`config.mk`:
```
export PLATFORM = sky130hd
export DESIGN_NAME = tmq_ctrl
export DESIGN_NICKNAME = d
export VERILOG_FILES = /design/src/rtl/core/tmq_pkg.sv /design/src/rtl/core/tmq_ctrl.sv
export SDC_FILE = /design/constraint.sdc
export NUM_CORES = 1
export LEC_CHECK = 0
export BUFFER_PORTS_ARGS = -buffer_cell sky130_fd_sc_hd__buf_2
export CORE_AREA = 8 8 45 47
export CTS_CLUSTER_SIZE = 20
export DETAILED_ROUTE_END_ITERATION = 16
export DIE_AREA = 0 0 53 55
export PLACE_DENSITY = 0.72
export RECOVER_POWER = 50
export SYNTH_ARGS = -nofsm -noshare
export SYNTH_HDL_FRONTEND = slang
export SYNTH_SLANG_ARGS = --single-unit
```
`constraint.sdc`:
```
create_clock -name clk -period 1.4 [get_ports clk]
set_input_delay 0.14 -clock clk [delete_from_list [all_inputs] [get_ports clk]]
set_output_delay 0.14 -clock clk [all_outputs]
set_load 0.05 [all_outputs]
```
`src/rtl/core/tmq_pkg.sv`:
```
`timescale 1ns / 1ps
// Shared types, codes and helpers for the typed message queue engine.
package tmq_pkg;

    localparam int IN_TDATA_W  = 104;
    localparam int OUT_TDATA_W = 80;
    localparam int CMD_W       = 3;
    localparam int SLOT_W      = 3;
    localparam int TYPE_W      = 32;
    localparam int LEN_W       = 4;
    localparam int DATA_W      = 64;
    localparam int STATUS_W    = 2;
    localparam int COUNT_W     = 5;
    localparam int CFG_W       = 5;

    localparam logic [CMD_W-1:0] CMD_CREATE = 3'd0;
    localparam logic [CMD_W-1:0] CMD_SEND   = 3'd1;
    localparam logic [CMD_W-1:0] CMD_RECV   = 3'd2;
    localparam logic [CMD_W-1:0] CMD_REMOVE = 3'd3;
    localparam logic [CMD_W-1:0] CMD_COUNT  = 3'd4;

    localparam logic [STATUS_W-1:0] STS_OK    = 2'd0;
    localparam logic [STATUS_W-1:0] STS_EMPTY = 2'd1;
    localparam logic [STATUS_W-1:0] STS_ERR   = 2'd2;

    localparam logic [CFG_W-1:0] MAX_MSG_RESET = 5'd16;

    // one stored message
    typedef struct packed {
        logic [TYPE_W-1:0] typ;
        logic [LEN_W-1:0]  len;
        logic [DATA_W-1:0] data;
    } entry_t;

    // controller -> datapath
    typedef struct packed {
        logic capture;
        logic exec;
        logic rd_search;
        logic chk;
        logic rd_shift;
        logic wr_shift;
        logic load_out;
    } ctl_t;

    // datapath -> controller
    typedef struct packed {
        logic recv_go;
        logic empty;
        logic match;
        logic last;
        logic at_head;
        logic prev_at_head;
    } sts_t;

    function automatic logic [DATA_W-1:0] byte_mask(input logic [LEN_W-1:0] n);
        logic [DATA_W-1:0] m;
        m = '0;
        for (int b = 0; b < 8; b++)
        begin
            if ({1'b0, n} > 5'(b))
            begin
                m[b*8 +: 8] = 8'hFF;
            end
        end
        return m;
    endfunction

endpackage

```
`src/rtl/core/tmq_ctrl.sv`:
```
`timescale 1ns / 1ps
// Controller: sequences one command through execute, search, shift and result.
module tmq_ctrl (
    input  logic          clk,
    input  logic          rst_n,
    input  logic          in_valid,
    output logic          in_ready,
    output logic          out_valid,
    input  logic          out_ready,
    input  tmq_pkg::sts_t sts,
    output tmq_pkg::ctl_t ctl
);
    typedef enum logic [6:0] {
        S_IDLE     = 7'b0000001,
        S_EXEC     = 7'b0000010,
        S_SRCH_RD  = 7'b0000100,
        S_SRCH_CHK = 7'b0001000,
        S_SHIFT_RD = 7'b0010000,
        S_SHIFT_WR = 7'b0100000,
        S_DONE     = 7'b1000000
    } state_t;

    state_t state_reg;
    state_t state_next;
    logic   out_valid_reg;
    logic   out_valid_next;

    always_comb
    begin
        state_next = state_reg;
        ctl        = '0;
        case (state_reg)
            S_IDLE:
            begin
                if (in_valid)
                begin
                    ctl.capture = 1'b1;
                    state_next  = S_EXEC;
                end
            end
            S_EXEC:
            begin
                ctl.exec   = 1'b1;
                state_next = (sts.recv_go && !sts.empty) ? S_SRCH_RD : S_DONE;
            end
            S_SRCH_RD:
            begin
                ctl.rd_search = 1'b1;
                state_next    = S_SRCH_CHK;
            end
            S_SRCH_CHK:
            begin
                ctl.chk = 1'b1;
                if (sts.match)
                begin
                    state_next = sts.at_head ? S_DONE : S_SHIFT_RD;
                end
                else
                begin
                    state_next = sts.last ? S_DONE : S_SRCH_RD;
                end
            end
            S_SHIFT_RD:
            begin
                ctl.rd_shift = 1'b1;
                state_next   = S_SHIFT_WR;
            end
            S_SHIFT_WR:
            begin
                ctl.wr_shift = 1'b1;
                state_next   = sts.prev_at_head ? S_DONE : S_SHIFT_RD;
            end
            S_DONE:
            begin
                if (!out_valid_reg || out_ready)
                begin
                    ctl.load_out = 1'b1;
                    state_next   = S_IDLE;
                end
            end
            default:
            begin
                state_next = S_IDLE;
            end
        endcase
        out_valid_next = ctl.load_out ? 1'b1 : (out_ready ? 1'b0 : out_valid_reg);
    end

    always_ff @(posedge clk or negedge rst_n)
    begin
        if (!rst_n)
        begin
            state_reg     <= S_IDLE;
            out_valid_reg <= 1'b0;
        end
        else
        begin
            state_reg     <= state_next;
            out_valid_reg <= out_valid_next;
        end
    end

    assign in_ready  = (state_reg == S_IDLE);
    assign out_valid = out_valid_reg;
endmodule

```
### Yosys cells after proc, flatten, opt, wreduce, memory -nomap -nowiden

Index checks and enable logic that the tools add are counted.

| word-level totals | value |
|---|---|
| register bits after elaboration | 8 |

| cells by class | value |
|---|---|
| eq/ne operators | 9 |
| muxes and demuxes | 19 |
| reduce and logical (&&, ||, !) cells | 6 |

Operator list:

| operator | count |
|---|---|
| 7-bit 2-to-1 mux | 7 |
| 7-bit one-hot mux with 7 select lines | 1 |
| 1-bit 2-to-1 mux | 11 |
| 7-bit by 1-bit == test with 1-bit output, second input constant | 1 |
| 7-bit by 2-bit == test with 1-bit output, second input constant | 1 |
| 7-bit by 3-bit == test with 1-bit output, second input constant | 1 |
| 7-bit by 4-bit == test with 1-bit output, second input constant | 1 |
| 7-bit by 5-bit == test with 1-bit output, second input constant | 1 |
| 7-bit by 6-bit == test with 1-bit output, second input constant | 1 |
| 7-bit == test, second input constant | 1 |
| 2-bit != test, second input constant | 2 |
| 1-bit zero test | 2 |
| 2-bit AND reduction | 1 |
| 2-bit nonzero test | 1 |
| 1-bit logical AND | 1 |
| 1-bit logical OR | 1 |

### Depth between registers and ports, before layout

Gate-level depths: netlist (run 1).

| depth | value |
|---|---|
| word-level depth | 5 |
| mapped depth | 5 |
| depth with buffers taken out | 5 |

### Least setup slack after synthesis (run 1)

OpenSTA, ideal clock, no wires.

| timing path | value |
|---|---|
| path kind | register to output |
| from | register state_reg[1] |
| to | output port ctl[4] in the netlist's numbering |
| arrival | 2.265 ns |
| required time | 1.260 ns |
| path slack | -1.005 ns |
| stages on the path, launching flop included | 4 |
| path buffers | 0 |
| cells stage by stage | dfrtp_1 -> nor2_2 -> nand2_2 -> nor4b_1 |

RTL lines:

| element | RTL line | RTL |
|---|---|---|
| start: declaration | tmq_ctrl.sv:23 | `state_t state_reg;` |
| start signal: assignment | tmq_ctrl.sv:98 | `state_reg <= state_next;` |
| end: declaration | tmq_ctrl.sv:11 | `output tmq_pkg::ctl_t ctl` |

==> metrics.md, run 1 <==
| Metric | Value |
|---|---|
| CP max stage delay | 0.50 ns |
| WP data required | 1.26 ns |
| Flip-flop and latch count after synthesis | 8 |
| Fin cells | about 130 |
| Mux cell area share after synthesis | 0.0193 |
| Max clock buf depth | 2 |
| Internal Power | 954 µW |
| Tmin final | approximately 1.8 ns |
| Cell area after synthesis | 519 µm² |
| Placed wire-length estimate | 1220 µm |
| DRC | 0 |
| Pins Over Slew Limit | 0 |
| Switch share | 0.414 |
| Hold_ws | 0.0530 ns |
| Pin count of the biggest net entering global routing | 9 |
| Status | complete, but fails checks |
| Final Core Density | 0.794 |
| H-tree depth | 1 |
| Most used DFF post-synth | dfrtp_1 |
| Hold Path Class | primary input to register |
| Clock Latency Late Sink | between 0.2 and 0.3 ns |
| Comb power frac | 0.670 |
| Average cell area after synthesis | 9.62 µm² |
| Post-synth EDFFs | 0 |
| Simple-gate share of the synthesized area | 0.361 |
| Sequential area share after synthesis | 0.388 |
| Avg WL per Cell | 16.5 µm |
| Tcrit/Tclk final | 1.26 |
| Crit path arrival time | 1.63 ns |
| Nets | 121 |
| Sequential Power Share | 0.199 |
| Clock-pin slew on the worst setup and hold paths | 0.07 ns |
| Share of cells above drive strength 1 | 0.718 |
| TritonRoute pass-1 iters | 4 |
| Synth Warn # | 0 |
| WL final | 2080 µm |
| Number of buffers and inverters on the critical path | 2 |
| Adder-cell share of the synthesized area | 0 |
| Worst Setup Slack, final | -0.367 ns |
| Post-placement cell count | 107 |
| Clock Skew | 0.00776 ns |
| Commonest cells in the netlist | dfrtp_1, inv_1, and2_1 |
| Global-route wire length before repair | 3130 µm |
| TritonCTS clock tree | built |
| Initial Util | 0.375 |
| Net Sw Power | 675 µW |
| Maximum clock rate | between 500 and 600 MHz |
| Placeable Area | about 0.0014 mm² |
| Hold Vio Cnt, Final | 0 |
| Area growth syn-to-layout | 112% |
| Post-synth top area share | 0.337 |
| Pwr/cell area | 1480 mW/mm² |
| Vias per inst | 5.02 |
| Synth Area in Compound Gates | 0.149 |
| CTS sink cnt | 8 |
| Syn_nets | 64 |
| Die width | 53 µm |
| Rel. slew slack | 0.698 |
| Library cells used by synthesis | 30 |
| Initial antenna violation count | 0 |
| Num CTS Buffers | 3 |
| Clock root cell | clkbuf_4 |
| Critical path's top delay family | simple AND/OR/NAND/NOR gates |
| Crit-path cells | nor2_2, nand2_2, or4b_4, clkinvlp_4, buf_8 |
| Max_cap viols | 0 |
| Total Die Area | 0.00292 mm² |
| Lkg Pwr | ~0.00053 µW |
| Final Wtd Congestion | 0.896 |
| Boundary pin count | 19 |
| Starting DRT DRC Count | 7 |
| CP max FO | 2 |
| Grt ovf | 0 |
| Async S/R FF share, synth | 1.00 |
| Tot Pwr | ~1600 µW |
| Yosys top cell by area | dfrtp_1 |
| Clock share of power | 0.131 |
| Worst Setup Start Kind | register |
| Largest family of logic cells by synthesized area | simple AND/OR/NAND/NOR gates |
| Max reg flops | 7 |
| GRT Overall Usage | 0.151 |
| Vias | 633 |
| RSZ-0062 raised after global routing | true |
| Synth top area cells | dfrtp_1, dfstp_2, nor4b_1 |
| Failing checks | negative setup slack |
| Num rows | 14 |
| Antenna diode instance count | 0 |
| I/O Buffers | 18 |
| Cells after Synth | 54 |
| Xor-xnor portion of the synthesized cell area | 0.0169 |
| Worst-Margin Slew | between 0.4 and 0.5 ns |
| Vias in the first global route | 700 |
| Chip Height | ~55 µm |
| Count leader, synth | dfrtp_1 |
| CP max-delay cell | or4b_4 |
| Maximum VDD drop | roughly 0.0016 V |
| CP endpoint kind | output pin |
| Final setup vio count | 13 |
| Kind of critical path | register to output pin |
| Routed Antenna Nets | 0 |
per-layer routing:
metal  vias to the layer above  wire length (µm)  global-route usage
met2                        20              1040               0.242
met5                         -                 0                   0
li1                        308                 -                   -
met3                        11                93              0.0348
met4                         0               112               0.155
met1                       294               833               0.156
final timing paths:
check                        startpoint           end  slack, ns  cells after the start
max                        state_reg[1]        ctl[3]      -0.37                      5
min                              sts[0]  state_reg[4]       0.05                      2
max reg2reg                state_reg[1]  state_reg[6]      -0.24                      6
min reg2reg                   out_valid     out_valid       0.61                      2
max in group asynchronous         rst_n  state_reg[0]       0.74                      2
min in group asynchronous         rst_n     out_valid       0.31                      2
logic make-up after synthesis:
kind of cell | count (synthesis)
simple gates | 26
flops | 8
compound gates | 10
buf+inv | 8
mux | 1
xor+xnor | 1
placed cells by master, fill, tap and decap left out, types with 2 or more instances in the layout:
cell,instances
nor4b_1,2
buf_8,6
nor2b_1,2
nor3_4,2
inv_2,2
inv_1,3
buf_4,28
dfrtp_2,2
o21ai_0,3
nor2_4,2
buf_6,8
clkbuf_1,2
and2_4,2
clkbuf_4,3
and2_1,2
buf_2,9
nand4b_1,2
nor2_1,2
dfrtp_1,5
metrics by stage:
step,instance area [µm²],setup TNS [ns],setup WS (ns)
after floorplan,553,-0.332,-0.124
after global placement,806,-0.466,-0.148
after detailed placement,806,-0.625,-0.176
after CTS,1040,-2.49,-0.323
after global routing,1100,-3.64,-0.406
final,1100,-2.89,-0.367
worst reg2reg max path, delay by kind of cell (launching register included):
| kind | cells | cell delay, ns |
|---|---|---|
| and+or+nand+nor | 3 | 0.72 |
| DFF | 1 | 0.40 |
| buffers and inverters | 2 | 0.30 |
| AOI/OAI and AO/OA | 1 | 0.13 |
power groups by stage:
| stage | combinational, µW | sequential (µW) | clock (µW) |
|---|---|---|---|
| floorplan | 415 | 353 | 0 |
| global placement | 744 | 315 | 0 |
| detailed placement | 752 | 317 | 0 |
| CTS | 997 | 317 | 202 |
| global route | 1150 | 330 | 224 |
| finish | 1090 | 325 | 213 |
final cells by class:
class                           instances  area [µm²]
Timing Repair Buffer                   53         449
Multi-Input combinational cell         38         367
Fill cell                              91         285
Sequential cell                         8         204
Inverter                                7        32.5
Clock buffer                            4        26.3
Tap cell                               16        20.0
timing repair:
action,CTS,global route
endpoints found under the setup margin,11,13
hold buffers,1,0
gates cloned,0,0
pin swaps,7,5
hold endpoints to repair,8,0
setup buffers,11,4
resized for setup,33,8
No activity file was read; power rests on OpenSTA's default activity.
==> inputs of run 2 (changes only) <==
--- a/config.mk
+++ b/config.mk
@@ -7,9 +7,11 @@
 export LEC_CHECK = 0
 export BUFFER_PORTS_ARGS = -buffer_cell sky130_fd_sc_hd__buf_2
 export CORE_AREA = 8 8 45 47
+export CTS_BUF_LIST = sky130_fd_sc_hd__clkbuf_8
 export CTS_CLUSTER_SIZE = 20
 export DETAILED_ROUTE_END_ITERATION = 16
 export DIE_AREA = 0 0 53 55
+export MAX_ROUTING_LAYER = met4
 export PLACE_DENSITY = 0.72
 export RECOVER_POWER = 50
 export SYNTH_ARGS = -nofsm -noshare
==> run 2 against run 1 <==
The flow still finishes with violations (negative setup slack). Clock-buffer cell count fell by 1. Non-clock buffer count down 3. Routed wire length up 3.8%. First-iteration DRC count increased to 2.6 times the previous value. Worst setup slack got worse by 0.027 ns. Sequential power grew 5%. Global-route usage up 1.1 points. Critical path type unchanged.
==> metrics.md, run 2 (synthesis results as in run 1) <==
| Metric | Value |
|---|---|
| Pwr/cell area | 1560 mW/mm² |
| Num CTS Buffers | 3 |
| Internal Power | between 1000 and 1500 µW |
| GRT Max-Usage Layer | met2 |
| Fin cells | around 120 |
| Crit-path cells | nor2_4, nand2_2, or4b_4, clkinvlp_4, buf_8 |
| Total Die Area | 0.00292 mm² |
| Max reg flops | 7 |
| Net Sw Power | 719 µW |
| Max_cap viols | 0 |
| Rel. slew slack | 0.678 |
| Met1 usage | 0.176 |
| GRT Overall Usage | 0.161 |
| Crit path arrival time | 1.65 ns |
| Clock Latency Late Sink | roughly 0.24 ns |
| Placed wire-length estimate | 1220 µm |
| Worst-Margin Slew | just under 0.5 ns |
| Initial Util | 0.375 |
| Starting DRT DRC Count | 18 |
| Switch share | 0.413 |
| Most common cell after layout, fill and taps aside | buf_4 |
| Maximum clock rate | 557 MHz |
| Tmin final | 1.79 ns |
| CP max stage delay | 0.51 ns |
| Clock share of power | 0.173 |
| Met3 Use GR | 0.0294 |
| Antenna diode instance count | 0 |
| Kind of critical path | register to output pin |
| Global-route wire length before repair | 3280 µm |
| Hold Vio Cnt, Final | 0 |
| Max clock buf depth | 2 |
| Die width | 53 µm |
| CP max FO | 2 |
| Area growth syn-to-layout | 116% |
| Failing checks | negative setup slack |
| Final setup vio count | 13 |
| Pins Over Slew Limit | 0 |
| Most frequent cells in the layout | buf_4, buf_2, buf_6 |
| CP endpoint kind | output pin |
| Worst Setup Slack, final | -0.394 ns |
| H-tree depth | 1 |
| Number of fill cells | between 80 and 90 |
| Boundary pin count | 19 |
| Final Wtd Congestion | ~0.91 |
| Routed Antenna Nets | 0 |
| Worst Setup Start Kind | register |
| Placeable Area | 0.00138 mm² |
| DRC | 0 |
| Maximum VDD drop | ~0.0013 V |
| Met2 Usage GRT | 0.260 |
| Pin count of the biggest net entering global routing | 9 |
| Clock root cell | clkbuf_8 |
| Vias in the first global route | 687 |
| Vias per inst | around 5.2 |
| WL final | 2160 µm |
| Avg WL per Cell | 17.6 µm |
| Clock-pin slew on the worst setup and hold paths | around 0.05 ns |
| Grt ovf | 0 |
| Initial antenna violation count | 0 |
| CTS sink cnt | 8 |
| Nets | 118 |
| TritonCTS clock tree | built |
| CP max-delay cell | or4b_4 |
| Hold Path Class | primary input to register |
| Sequential Power Share | 0.196 |
| Status | complete, but fails checks |
| Worst slack, placed | -0.176 ns |
| TritonRoute pass-1 iters | 4 |
| Num rows | 14 |
| RSZ-0062 raised after global routing | true |
| Chip Height | 55 µm |
| Post-placement cell count | about 110 |
| Comb power frac | 0.631 |
| Tcrit/Tclk final | 1.28 |
| WP data required | around 1.3 ns |
| Clock Skew | 0.00623 ns |
| Share of cells above drive strength 1 | 0.729 |
| Vias | 644 |
| Lkg Pwr | 0.000528 µW |
| I/O Buffers | 18 |
## run 2: routing by layer
metal	part of all wire	up-vias	routed length (µm)
li1	-	307	-
met1	0.41	309	887
met2	0.52	22	1120
met3	0.042	6	90
met4	0.029	0	63
met5	0	-	0
## run 2: final timing paths
path	slack, ns	depth (start not counted)	end	start
setup / recovery	-0.39	5	ctl[3]	state_reg[1]
hold / removal	0.11	2	state_reg[4]	sts[0]
setup reg to reg	-0.37	7	state_reg[6]	state_reg[1]
hold reg to reg	0.59	2	out_valid	out_valid
max in group asynchronous	0.67	2	state_reg[3]	rst_n
min in group asynchronous	0.37	2	out_valid	rst_n
## run 2: timing repair
item | in CTS | in global routing
pin swaps | 7 | 7
setup endpoints to repair | 11 | 13
resized for setup | 33 | 15
buffers inserted | 11 | 4
hold endpoints to repair | 8 | 0
hold buffers | 1 | 0
## run 2: worst max-delay path, delay by kind of cell, from the launching register on
family / cells / cell delay, ns
flops: 1 / 0.42
buf+inv: 2 / 0.24
simple gates: 3 / 0.75
## run 2: area by class of cell
cell class | instances | area, µm² | area share
timing repair buffer | 50 | 427 | 0.381
multi-input combinational | 38 | 390 | 0.349
sequential | 8 | 205 | 0.183
clock buffer | 3 | 41.3 | 0.0369
inverter | 7 | 32.5 | 0.0291
tap | 16 | 20.0 | 0.0179
clock inverter | 1 | 3.75 | 0.00335
## run 2: per-stage QoR
step                      instance area [µm²]  power [µW]  TNS [ns]   util  hold WS, ns
final                                    1120        1740     -3.08  0.809        0.111
after global placement                    806        1060    -0.466  0.582     -0.00484
after detailed placement                  806        1070    -0.625  0.582     -0.00256
after floorplan                           553         769    -0.332      -       -0.156
after global routing                     1120        1820     -3.53  0.809        0.113
after CTS                                1050        1610     -2.21  0.762       0.0939
## run 2: power groups by stage
stage	Sequential (µW)	Combinational [µW]	Clock [µW]
final	342	1100	301
after global routing	347	1160	319
after CTS	318	997	298
after detailed placement	317	752	0
after global placement	315	744	0
after floorplan	353	415	0
